File: config.mk
export PLATFORM = sky130hd
export DESIGN_NAME = sparse_triplet_matrix_multiply_flat
export DESIGN_NICKNAME = d
export VERILOG_FILES = /design/src/hdl/stmm_pkg.sv /design/src/hdl/stmm_if.sv /design/src/hdl/stmm_ram.sv /design/src/hdl/stmm_ctrl.sv /design/src/hdl/stmm_dp.sv /design/src/hdl/sparse_triplet_matrix_multiply.sv /design/src/flat_wrapper.sv
export SDC_FILE = /design/constraint.sdc
export NUM_CORES = 2
export LEC_CHECK = 0
export BUFFER_PORTS_ARGS = -buffer_cell sky130_fd_sc_hd__buf_2
export CORE_MARGIN = 2
export CORE_UTILIZATION = 55
export CTS_CLUSTER_DIAMETER = 60
export DETAILED_ROUTE_END_ITERATION = 10
export PLACE_DENSITY = 0.82
export SLEW_MARGIN = 10
export SYNTH_ARGS = -nofsm -noshare
export SYNTH_HDL_FRONTEND = slang
export SYNTH_SLANG_ARGS = --single-unit
File: constraint.sdc
create_clock -name clk -period 16.3 [get_ports clk]
set_input_delay 2.445 -clock clk [delete_from_list [all_inputs] [get_ports clk]]
set_output_delay 2.445 -clock clk [all_outputs]
set_load 0.1 [all_outputs]
File: src/hdl/stmm_pkg.sv
// ----------------------------------------------------------------------------
// stmm_pkg
// shared types, codes and fixed field widths of the sparse triplet multiplier
// ----------------------------------------------------------------------------
`default_nettype none

package stmm_pkg;

  localparam int REQ_BITS       = 2;
  localparam int COORD_BITS     = 8;
  localparam int IN_VALUE_BITS  = 16;
  localparam int STATUS_BITS    = 3;
  localparam int OUT_VALUE_BITS = 32;

  localparam logic [REQ_BITS-1:0] REQ_LOAD_A = 2'd0;
  localparam logic [REQ_BITS-1:0] REQ_LOAD_B = 2'd1;
  localparam logic [REQ_BITS-1:0] REQ_MULT   = 2'd2;
  localparam logic [REQ_BITS-1:0] REQ_CLEAR  = 2'd3;

  localparam logic [STATUS_BITS-1:0] ST_ACCEPT  = 3'd0;
  localparam logic [STATUS_BITS-1:0] ST_FULL    = 3'd1;
  localparam logic [STATUS_BITS-1:0] ST_PRODUCT = 3'd2;
  localparam logic [STATUS_BITS-1:0] ST_NONE    = 3'd3;
  localparam logic [STATUS_BITS-1:0] ST_CLEARED = 3'd4;

  typedef struct packed {
    logic [REQ_BITS-1:0]             req_type;
    logic [COORD_BITS-1:0]           row_index;
    logic [COORD_BITS-1:0]           col_index;
    logic signed [IN_VALUE_BITS-1:0] entry_value;
  } in_item_t;

  typedef struct packed {
    logic [STATUS_BITS-1:0]           status;
    logic [COORD_BITS-1:0]            out_row;
    logic [COORD_BITS-1:0]            out_col;
    logic signed [OUT_VALUE_BITS-1:0] out_value;
    logic                             last;
  } out_item_t;

  typedef struct packed {
    logic                   load_a;
    logic                   load_b;
    logic                   clear;
    logic                   scan_start;
    logic                   scan_step;
    logic                   push_simple;
    logic [STATUS_BITS-1:0] simple_code;
    logic                   push_pend;
    logic                   pend_last;
  } dp_cmd_t;

  typedef struct packed {
    logic a_full;
    logic b_full;
    logic any_empty;
    logic match;
    logic pend_valid;
    logic last_pair;
    logic out_free;
  } dp_sts_t;

endpackage

`default_nettype wire

File: src/hdl/stmm_if.sv
// ----------------------------------------------------------------------------
// stmm channel interfaces
// valid/ready channels for input items, results and the config write
// ----------------------------------------------------------------------------
`default_nettype none

interface stmm_in_if
  import stmm_pkg::*;
();
  logic     valid;
  logic     ready;
  in_item_t data;

  modport source (output valid, output data, input ready);
  modport sink (input valid, input data, output ready);
endinterface

interface stmm_out_if
  import stmm_pkg::*;
();
  logic      valid;
  logic      ready;
  out_item_t data;

  modport source (output valid, output data, input ready);
  modport sink (input valid, input data, output ready);
endinterface

interface stmm_cfg_if ();
  logic valid;
  logic ready;
  logic transpose_a;

  modport source (output valid, output transpose_a, input ready);
  modport sink (input valid, input transpose_a, output ready);
endinterface

`default_nettype wire

File: src/hdl/stmm_ram.sv
// ----------------------------------------------------------------------------
// stmm_ram
// generic single-write, single-read ram with registered read data
// ----------------------------------------------------------------------------
`default_nettype none

module stmm_ram #(
  parameter int WIDTH = 32,
  parameter int DEPTH = 8,
  localparam int ADDR_BITS = (DEPTH > 1) ? $clog2(DEPTH) : 1
) (
  input  wire logic                 clk,
  input  wire logic                 we,
  input  wire logic [ADDR_BITS-1:0] waddr,
  input  wire logic [WIDTH-1:0]     wdata,
  input  wire logic [ADDR_BITS-1:0] raddr,
  output logic      [WIDTH-1:0]     rdata
);

  logic [WIDTH-1:0] mem [DEPTH];
  logic [WIDTH-1:0] rdata_r;

  always_ff @(posedge clk) begin
    if (we) begin
      mem[waddr] <= wdata;
    end
    rdata_r <= mem[raddr];
  end

  assign rdata = rdata_r;

endmodule

`default_nettype wire

File: src/hdl/stmm_ctrl.sv
// ----------------------------------------------------------------------------
// stmm_ctrl
// request decode and scan sequencing for the sparse triplet multiplier
// ----------------------------------------------------------------------------
`default_nettype none

module stmm_ctrl
  import stmm_pkg::*;
(
  input  wire logic                clk,
  input  wire logic                rst_n,
  input  wire logic                in_valid,
  input  wire logic [REQ_BITS-1:0] in_req,
  output logic                     in_ready,
  input  wire dp_sts_t             sts,
  output dp_cmd_t                  cmd
);

  localparam logic [1:0] S_IDLE  = 2'd0;
  localparam logic [1:0] S_SCAN  = 2'd1;
  localparam logic [1:0] S_FLUSH = 2'd2;

  logic [1:0] state_r;
  logic [1:0] state_nxt;
  logic       accept;

  assign in_ready = (state_r == S_IDLE) && sts.out_free;
  assign accept   = in_valid && in_ready;

  always_comb begin
    state_nxt = state_r;
    cmd       = '0;
    unique case (state_r)
      S_IDLE: begin
        if (accept) begin
          unique case (in_req)
            REQ_LOAD_A: begin
              cmd.push_simple = 1'b1;
              if (sts.a_full) begin
                cmd.simple_code = ST_FULL;
              end else begin
                cmd.load_a      = 1'b1;
                cmd.simple_code = ST_ACCEPT;
              end
            end
            REQ_LOAD_B: begin
              cmd.push_simple = 1'b1;
              if (sts.b_full) begin
                cmd.simple_code = ST_FULL;
              end else begin
                cmd.load_b      = 1'b1;
                cmd.simple_code = ST_ACCEPT;
              end
            end
            REQ_CLEAR: begin
              cmd.clear       = 1'b1;
              cmd.push_simple = 1'b1;
              cmd.simple_code = ST_CLEARED;
            end
            REQ_MULT: begin
              if (sts.any_empty) begin
                cmd.push_simple = 1'b1;
                cmd.simple_code = ST_NONE;
              end else begin
                cmd.scan_start = 1'b1;
                state_nxt      = S_SCAN;
              end
            end
            default: begin
              state_nxt = S_IDLE;
            end
          endcase
        end
      end
      S_SCAN: begin
        // a second match waits while the output register is still full
        if (!(sts.match && sts.pend_valid && !sts.out_free)) begin
          cmd.scan_step = 1'b1;
          if (sts.match && sts.pend_valid) begin
            cmd.push_pend = 1'b1;
            cmd.pend_last = 1'b0;
          end
          if (sts.last_pair) begin
            state_nxt = S_FLUSH;
          end
        end
      end
      S_FLUSH: begin
        if (sts.out_free) begin
          if (sts.pend_valid) begin
            cmd.push_pend = 1'b1;
            cmd.pend_last = 1'b1;
          end else begin
            cmd.push_simple = 1'b1;
            cmd.simple_code = ST_NONE;
          end
          state_nxt = S_IDLE;
        end
      end
      default: begin
        state_nxt = S_IDLE;
      end
    endcase
  end

  always_ff @(posedge clk) begin
    if (!rst_n) begin
      state_r <= S_IDLE;
    end else begin
      state_r <= state_nxt;
    end
  end

endmodule

`default_nettype wire

File: src/hdl/stmm_dp.sv
// ----------------------------------------------------------------------------
// stmm_dp
// triplet stores, pair pointers, multiplier, pending term and output register
// ----------------------------------------------------------------------------
`default_nettype none

module stmm_dp
  import stmm_pkg::*;
#(
  parameter int ENTRY_DEPTH = 8,
  parameter int INDEX_BITS  = 8,
  parameter int VALUE_BITS  = 16
) (
  input  wire logic      clk,
  input  wire logic      rst_n,
  input  wire dp_cmd_t   cmd,
  output dp_sts_t        sts,
  input  wire in_item_t  in_data,
  input  wire logic      cfg_valid,
  input  wire logic      cfg_transpose,
  output logic           out_valid,
  input  wire logic      out_ready,
  output out_item_t      out_data
);

  localparam int ADDR_BITS  = (ENTRY_DEPTH > 1) ? $clog2(ENTRY_DEPTH) : 1;
  localparam int CNT_BITS   = $clog2(ENTRY_DEPTH + 1);
  localparam int ENTRY_BITS = 2 * INDEX_BITS + VALUE_BITS;
  localparam int PROD_BITS  = 2 * VALUE_BITS;

  logic                  transpose_r;
  logic [CNT_BITS-1:0]   a_count_r;
  logic [CNT_BITS-1:0]   b_count_r;
  logic [ADDR_BITS-1:0]  i_r;
  logic [ADDR_BITS-1:0]  i_nxt;
  logic [ADDR_BITS-1:0]  j_r;
  logic [ADDR_BITS-1:0]  j_nxt;
  logic                  i_wrap;
  logic                  j_wrap;

  logic [INDEX_BITS-1:0] ld_row;
  logic [INDEX_BITS-1:0] ld_col;
  logic [VALUE_BITS-1:0] ld_val;
  logic [ENTRY_BITS-1:0] a_wdata;
  logic [ENTRY_BITS-1:0] b_wdata;
  logic [ENTRY_BITS-1:0] a_rdata;
  logic [ENTRY_BITS-1:0] b_rdata;

  logic [INDEX_BITS-1:0]        a_row;
  logic [INDEX_BITS-1:0]        a_col;
  logic signed [VALUE_BITS-1:0] a_val;
  logic [INDEX_BITS-1:0]        b_row;
  logic [INDEX_BITS-1:0]        b_col;
  logic signed [VALUE_BITS-1:0] b_val;
  logic signed [PROD_BITS-1:0]  prod;
  logic                         match;

  logic                             pend_valid_r;
  logic [INDEX_BITS-1:0]            pend_row_r;
  logic [INDEX_BITS-1:0]            pend_col_r;
  logic signed [OUT_VALUE_BITS-1:0] pend_value_r;

  logic      out_valid_r;
  out_item_t out_data_r;
  logic      out_free;

  // load data
  assign ld_row  = INDEX_BITS'(in_data.row_index);
  assign ld_col  = INDEX_BITS'(in_data.col_index);
  assign ld_val  = VALUE_BITS'($signed(in_data.entry_value));
  assign a_wdata = transpose_r ? {ld_col, ld_row, ld_val} : {ld_row, ld_col, ld_val};
  assign b_wdata = {ld_row, ld_col, ld_val};

  // pair pointers, the stores are read at the next pointer values so the registered read data lines up with the compare
  assign i_wrap = (CNT_BITS'(i_r) + CNT_BITS'(1)) == a_count_r;
  assign j_wrap = (CNT_BITS'(j_r) + CNT_BITS'(1)) == b_count_r;

  always_comb begin
    i_nxt = i_r;
    j_nxt = j_r;
    if (cmd.scan_start) begin
      i_nxt = '0;
      j_nxt = '0;
    end else if (cmd.scan_step) begin
      if (j_wrap) begin
        i_nxt = ADDR_BITS'(i_r + ADDR_BITS'(1));
        j_nxt = '0;
      end else begin
        j_nxt = ADDR_BITS'(j_r + ADDR_BITS'(1));
      end
    end
  end

  stmm_ram #(
    .WIDTH (ENTRY_BITS),
    .DEPTH (ENTRY_DEPTH)
  ) u_a_ram (
    .clk   (clk),
    .we    (cmd.load_a),
    .waddr (a_count_r[ADDR_BITS-1:0]),
    .wdata (a_wdata),
    .raddr (i_nxt),
    .rdata (a_rdata)
  );

  stmm_ram #(
    .WIDTH (ENTRY_BITS),
    .DEPTH (ENTRY_DEPTH)
  ) u_b_ram (
    .clk   (clk),
    .we    (cmd.load_b),
    .waddr (b_count_r[ADDR_BITS-1:0]),
    .wdata (b_wdata),
    .raddr (j_nxt),
    .rdata (b_rdata)
  );

  assign a_row = a_rdata[ENTRY_BITS-1 -: INDEX_BITS];
  assign a_col = a_rdata[VALUE_BITS +: INDEX_BITS];
  assign a_val = a_rdata[VALUE_BITS-1:0];
  assign b_row = b_rdata[ENTRY_BITS-1 -: INDEX_BITS];
  assign b_col = b_rdata[VALUE_BITS +: INDEX_BITS];
  assign b_val = b_rdata[VALUE_BITS-1:0];

  assign match = (a_col == b_row);
  assign prod  = a_val * b_val;

  assign out_free = !out_valid_r || out_ready;

  always_ff @(posedge clk) begin
    if (!rst_n) begin
      transpose_r  <= 1'b0;
      a_count_r    <= '0;
      b_count_r    <= '0;
      i_r          <= '0;
      j_r          <= '0;
      pend_valid_r <= 1'b0;
      out_valid_r  <= 1'b0;
    end else begin
      if (cfg_valid) begin
        transpose_r <= cfg_transpose;
      end
      if (cmd.clear) begin
        a_count_r <= '0;
        b_count_r <= '0;
      end
      if (cmd.load_a) begin
        a_count_r <= CNT_BITS'(a_count_r + CNT_BITS'(1));
      end
      if (cmd.load_b) begin
        b_count_r <= CNT_BITS'(b_count_r + CNT_BITS'(1));
      end
      i_r <= i_nxt;
      j_r <= j_nxt;
      if (cmd.scan_start) begin
        pend_valid_r <= 1'b0;
      end else if (cmd.scan_step && match) begin
        pend_valid_r <= 1'b1;
      end
      if (cmd.push_simple || cmd.push_pend) begin
        out_valid_r <= 1'b1;
      end else if (out_ready) begin
        out_valid_r <= 1'b0;
      end
    end
  end

  always_ff @(posedge clk) begin
    if (cmd.scan_step && match) begin
      pend_row_r   <= a_row;
      pend_col_r   <= b_col;
      pend_value_r <= OUT_VALUE_BITS'(prod);
    end
    if (cmd.push_simple) begin
      out_data_r.status    <= cmd.simple_code;
      out_data_r.out_row   <= '0;
      out_data_r.out_col   <= '0;
      out_data_r.out_value <= '0;
      out_data_r.last      <= 1'b1;
    end else if (cmd.push_pend) begin
      out_data_r.status    <= ST_PRODUCT;
      out_data_r.out_row   <= COORD_BITS'(pend_row_r);
      out_data_r.out_col   <= COORD_BITS'(pend_col_r);
      out_data_r.out_value <= pend_value_r;
      out_data_r.last      <= cmd.pend_last;
    end
  end

  assign sts.a_full     = (a_count_r == CNT_BITS'(ENTRY_DEPTH));
  assign sts.b_full     = (b_count_r == CNT_BITS'(ENTRY_DEPTH));
  assign sts.any_empty  = (a_count_r == '0) || (b_count_r == '0);
  assign sts.match      = match;
  assign sts.pend_valid = pend_valid_r;
  assign sts.last_pair  = i_wrap && j_wrap;
  assign sts.out_free   = out_free;

  assign out_valid = out_valid_r;
  assign out_data  = out_data_r;

endmodule

`default_nettype wire

File: src/hdl/sparse_triplet_matrix_multiply.sv
// ----------------------------------------------------------------------------
// sparse_triplet_matrix_multiply
// coordinate-triplet stores for matrices a and b with a pairwise multiply scan
// ----------------------------------------------------------------------------
// channel  dir  payload
// in_ch    in   req_type, row_index, col_index, entry_value
// out_ch   out  status, out_row, out_col, out_value, last
// cfg_ch   in   transpose_a
//
// load and clear: the single result is registered for the next cycle. multiply:
// a start step, then one a/b pair per cycle through the registered read ports
// of the two stores while the scan is not paused, then a finish step; with
// either store empty it answers with a single status result.
// a match is held back one term to mark last,
// so the scan pauses while a held term waits on a stalled output.
// reset is synchronous; counts, transpose_a and control clear, stores do not.
// ----------------------------------------------------------------------------
`default_nettype none

module sparse_triplet_matrix_multiply
  import stmm_pkg::*;
#(
  parameter int ENTRY_DEPTH = 8,
  parameter int INDEX_BITS  = 8,
  parameter int VALUE_BITS  = 16
) (
  input wire logic   clk,
  input wire logic   rst_n,
  stmm_in_if.sink    in_ch,
  stmm_out_if.source out_ch,
  stmm_cfg_if.sink   cfg_ch
);

  dp_cmd_t cmd;
  dp_sts_t sts;

  assign cfg_ch.ready = 1'b1;

  stmm_ctrl u_ctrl (
    .clk      (clk),
    .rst_n    (rst_n),
    .in_valid (in_ch.valid),
    .in_req   (in_ch.data.req_type),
    .in_ready (in_ch.ready),
    .sts      (sts),
    .cmd      (cmd)
  );

  stmm_dp #(
    .ENTRY_DEPTH (ENTRY_DEPTH),
    .INDEX_BITS  (INDEX_BITS),
    .VALUE_BITS  (VALUE_BITS)
  ) u_dp (
    .clk           (clk),
    .rst_n         (rst_n),
    .cmd           (cmd),
    .sts           (sts),
    .in_data       (in_ch.data),
    .cfg_valid     (cfg_ch.valid),
    .cfg_transpose (cfg_ch.transpose_a),
    .out_valid     (out_ch.valid),
    .out_ready     (out_ch.ready),
    .out_data      (out_ch.data)
  );

endmodule

`default_nettype wire

File: src/flat_wrapper.sv
// flat-port wrapper written by rule: the top's interface ports become plain ports
module sparse_triplet_matrix_multiply_flat import stmm_pkg::*;
#(
  parameter int ENTRY_DEPTH = 8,
  parameter int INDEX_BITS  = 8,
  parameter int VALUE_BITS  = 16
)
  (clk, rst_n, in_ch_valid, in_ch_data, in_ch_ready, out_ch_valid, out_ch_data, out_ch_ready, cfg_ch_valid, cfg_ch_transpose_a, cfg_ch_ready);
  stmm_in_if in_ch_i ();
  stmm_out_if out_ch_i ();
  stmm_cfg_if cfg_ch_i ();
  input wire logic clk;
  input wire logic rst_n;
  input wire logic [$bits(in_ch_i.valid)-1:0] in_ch_valid;
  input wire logic [$bits(in_ch_i.data)-1:0] in_ch_data;
  output wire logic [$bits(in_ch_i.ready)-1:0] in_ch_ready;
  output wire logic [$bits(out_ch_i.valid)-1:0] out_ch_valid;
  output wire logic [$bits(out_ch_i.data)-1:0] out_ch_data;
  input wire logic [$bits(out_ch_i.ready)-1:0] out_ch_ready;
  input wire logic [$bits(cfg_ch_i.valid)-1:0] cfg_ch_valid;
  input wire logic [$bits(cfg_ch_i.transpose_a)-1:0] cfg_ch_transpose_a;
  output wire logic [$bits(cfg_ch_i.ready)-1:0] cfg_ch_ready;
  assign in_ch_i.valid = in_ch_valid;
  assign in_ch_i.data = in_ch_data;
  assign in_ch_ready = in_ch_i.ready;
  assign out_ch_valid = out_ch_i.valid;
  assign out_ch_data = out_ch_i.data;
  assign out_ch_i.ready = out_ch_ready;
  assign cfg_ch_i.valid = cfg_ch_valid;
  assign cfg_ch_i.transpose_a = cfg_ch_transpose_a;
  assign cfg_ch_ready = cfg_ch_i.ready;
  sparse_triplet_matrix_multiply #(.ENTRY_DEPTH(ENTRY_DEPTH), .INDEX_BITS(INDEX_BITS), .VALUE_BITS(VALUE_BITS)) u_core (.clk(clk), .rst_n(rst_n), .in_ch(in_ch_i), .out_ch(out_ch_i), .cfg_ch(cfg_ch_i));
endmodule
==> results.md <==
* Status: finished with violations
* Violated checks: DRC
* Vias per cell at just over 6
* Kind of critical path: flip-flop to flip-flop
* # hold bufs at CTS at 0
* Post-CTS Resized at 0
* Worst EP required at roughly 17 ns
* F_max at ~150 MHz
* DRT Pass-1 Iters at 9
* Htree depth at 3
* GRT overflow at 0
* Final HPWL DP at about 54000 um
* Min Clock Period, post-route at between 6 and 7 ns
* Largest net degree at the start of global routing at 67
* Initial core utilization at 55.5%
* Cells after synthesis at roughly 2700
* Yosys warns at 0
* Hold WC Path Type: flip-flop to flip-flop
* Final ANT Viol Nets at 0
* Worst-margin pin slew at 1.23 ns
* Simple-gate share of the synthesized area at under 10%
* Fillcell total at approximately 4600
* Core Region at approximately 0.064 sq mm
* Distinct cells, synth at 73
* All-Layer GR Usage at around 25%
* Number of remaining DRC errors at 2
* Post-Synth Adder-Cell Area at roughly 18%
* Slew HR at 18.1%
* WL/cell at between 20 and 25 um
* Avg Cell Area, Syn at between 10 and 15 sq um
* RePlAce Congestion at 0.901
* Vias in the first global route at around 23000
* Area growth syn-to-layout at 10.9%
* Post-synthesis compound-gate area fraction at 9.99%
* Final Non-Filler Cells at about 3700
* Clock slew seen by the registers of the worst setup and hold paths at approximately 0.060 ns
* Cts bufs inserted at between 70 and 80
* Post-Synth XOR/XNOR Area at approximately 1.2%
* Crit. End Element: flip-flop
* 1st-iter DRT viols at 2274
* Share of post-route cells with drive strength above 1 at between 10% and 20%
* Post-synth EDFFs at 563
* Period utilisation layout at between 40% and 50%
* Row cnt at 93
* Pins Over Slew Limit at 0
* Register area share after synthesis at about 55%
* Setup TNS at 0 ns
* Unrepaired setup endpoints after global routing: no
* Clock sinks at between 600 and 700
* Portion of netlist area occupied by mux cells at under 10%
* Port Buffer Count at between 90 and 100
* Max Buffers Root-to-Sink at 3
* Sequential cell area at slightly below 0.02 sq mm
* Crit start category: flip-flop
* Post-layout util at between 60 and 70%
* Max-Cap Viols at 0
* TritonCTS clock tree: done
* Crit path DAT at between 7 and 8 ns
* Largest family of logic cells by synthesized area: adder cells
* Antenna violations before repair at 11
* Final setup viols at 0
* DR vias at 22204
* Crit-path max FO at 16
* Share of synthesized registers carrying an async set or reset at 0%
* Skew final at between 0.05 and 0.06 ns
* WL final at 84500 um
* DP Cell Count at roughly 3500
* # IOs at 95
* First-pass GRT wire length at between 100000 and 150000 um
* Post-synthesis cell area at 0.0357 sq mm
* CTS Root Cell: clkbuf_16
* Die W at about 260 um
* Worst skew pair latency at ~0.64 ns
* Die area at 0.0670 sq mm
* Reg-to-reg slack, setup at between 9 and 10 ns
* Multi-input logic area at about 0.015 sq mm
* Post-CTS Setup Inserts at 0
* Nets@finish at 3153
* Hold Vio Cnt, Final at 0
* Synthesized net count at 3096
* Die Y at 259 um
* Synth Register Bits at ~700
* Synth Flop Type: edfxtp_1
## cells in the mapped netlist, types with 4 or more instances
cell type	instances	area, sq um
a221oi_2	30	450
a211oi_1	65	488
dfxtp_1	132	2640
nor2b_1	7	43.8
a221oi_1	34	298
mux2_2	17	191
o22a_1	32	280
buf_2	31	155
clkbuf_1	92	345
o32ai_1	32	280
nand4_1	6	37.5
fa_1	262	5250
nand2b_1	11	68.8
edfxtp_1	563	16900
o211ai_1	6	45.0
nor3_1	17	85.1
or3_1	6	37.5
mux2i_1	105	1050
buf_6	4	45.0
ha_1	91	1140
a21o_1	11	82.6
a31oi_1	6	37.5
a22o_1	32	280
nor2_1	56	210
and2_1	128	801
nand3_1	18	90.1
o22ai_1	68	425
a21oi_1	112	561
a211o_1	4	35.0
buf_4	10	75.1
and3_1	6	37.5
inv_1	299	1120
xnor2_1	36	315
buf_1	6	22.5
o21a_1	4	30.0
xor2_1	9	78.8
nand2_1	286	1070
o21ai_0	16	80.1
## critical path, cell delays in order, from the launching register on
cell and delay [ns]:
dfxtp_1 0.69, nand2_1 0.19, inv_1 0.16, fa_1 0.54, fa_1 0.90, fa_1 0.54
fa_1 0.52, fa_1 0.49, inv_1 0.05, fa_1 0.47, inv_1 0.04, ha_1 0.39
a21oi_1 0.22, o221ai_1 0.14, a21oi_1 0.19, o21ai_0 0.15, a2111oi_0 0.39, o21ai_0 0.17
a21oi_1 0.19, xnor2_1 0.09
## area by class of cell
class	instances	share of cell area, %
Inverter	300	2.85
Multi-Input combinational cell	1561	36.7
Clock inverter	43	1.42
Sequential cell	695	49.4
Timing Repair Buffer	129	1.89
Clock buffer	93	5.01
Tap cell	855	2.70
Antenna cell	3	0.0190
## path summary, 6_finish.rpt
path | from | cells after the start | to
setup / recovery | u_core.u_dp.u_b_ram.rdata[1] | 19 | u_core.u_dp.pend_value_r[31]
hold / removal | u_core.u_dp.u_b_ram.rdata[18] | 0 | u_core.u_dp.pend_col_r[2]
setup reg to reg | u_core.u_dp.u_b_ram.rdata[1] | 19 | u_core.u_dp.pend_value_r[31]
hold reg to reg | u_core.u_dp.u_b_ram.rdata[18] | 0 | u_core.u_dp.pend_col_r[2]
## routing by layer
metal,GRT usage (%),up-vias,part of all wire (%)
met5,0,-,0.15
met4,8.86,18,3.2
met3,5.76,198,8.7
met2,42.9,1122,50
met1,32.4,11201,38
li1,-,9665,-
## sequential cells by signal, summed over array words and instances (netlist names)
signal,cells
u_core.u_dp.i_r,3
u_core.u_dp.out_data,52
u_core.u_dp.pend_value_r,32
u_core.u_dp.b_count_r,4
u_core.u_dp.out_valid,1
u_core.u_dp.j_r,3
u_core.u_dp.pend_col_r,8
u_core.u_dp.u_a_ram.mem,256
u_core.u_dp.pend_row_r,8
u_core.u_dp.u_b_ram.rdata,32
u_core.u_dp.u_a_ram.rdata,32
u_core.u_dp.pend_valid_r,1
u_core.u_dp.transpose_r,1
u_core.u_dp.a_count_r,4
u_core.u_ctrl.state_r,2
u_core.u_dp.u_b_ram.mem,256
## cell usage in the layout, fill, tap and decap left out, types with 9 or more instances in the layout
master	count
o32ai_1	32
and2_1	128
dfxtp_1	132
mux2_2	17
inv_1	299
a22o_1	32
xnor2_1	36
clkinv_2	14
o21ai_0	15
a211oi_1	65
a221oi_1	34
a21oi_1	112
buf_2	93
clkbuf_16	74
xor2_1	9
clkbuf_1	13
fa_1	262
nand2b_1	11
edfxtp_1	563
nor3_1	10
a221oi_2	30
nand3_1	18
a21o_1	10
buf_4	35
ha_1	91
o22ai_1	68
mux2i_1	103
nor2_1	47
o22a_1	32
nand2_1	285
## cells by family after synthesis
kind of cell | count (synthesis)
flip-flops | 695
AO/OA/AOI/OAI | 471
other | 1
AND/OR/NAND/NOR | 567
adder cells (fa/ha/maj) | 353
buffers and inverters | 447
multiplexers | 122
XOR/XNOR | 47
## metrics by stage
step                setup slack, ns  area (sq um)  hold slack (ns)
detailed placement             9.56         37000            0.390
finish                         9.48         39600            0.403
global placement               9.76         37000            0.387
floorplan                      9.60         35700            0.386
CTS                            9.52         39500            0.406
global route                   9.04         39600            0.416
Power is not shown: default switching activity piles up to over one toggle a cycle in this logic, so the estimate is an artifact.
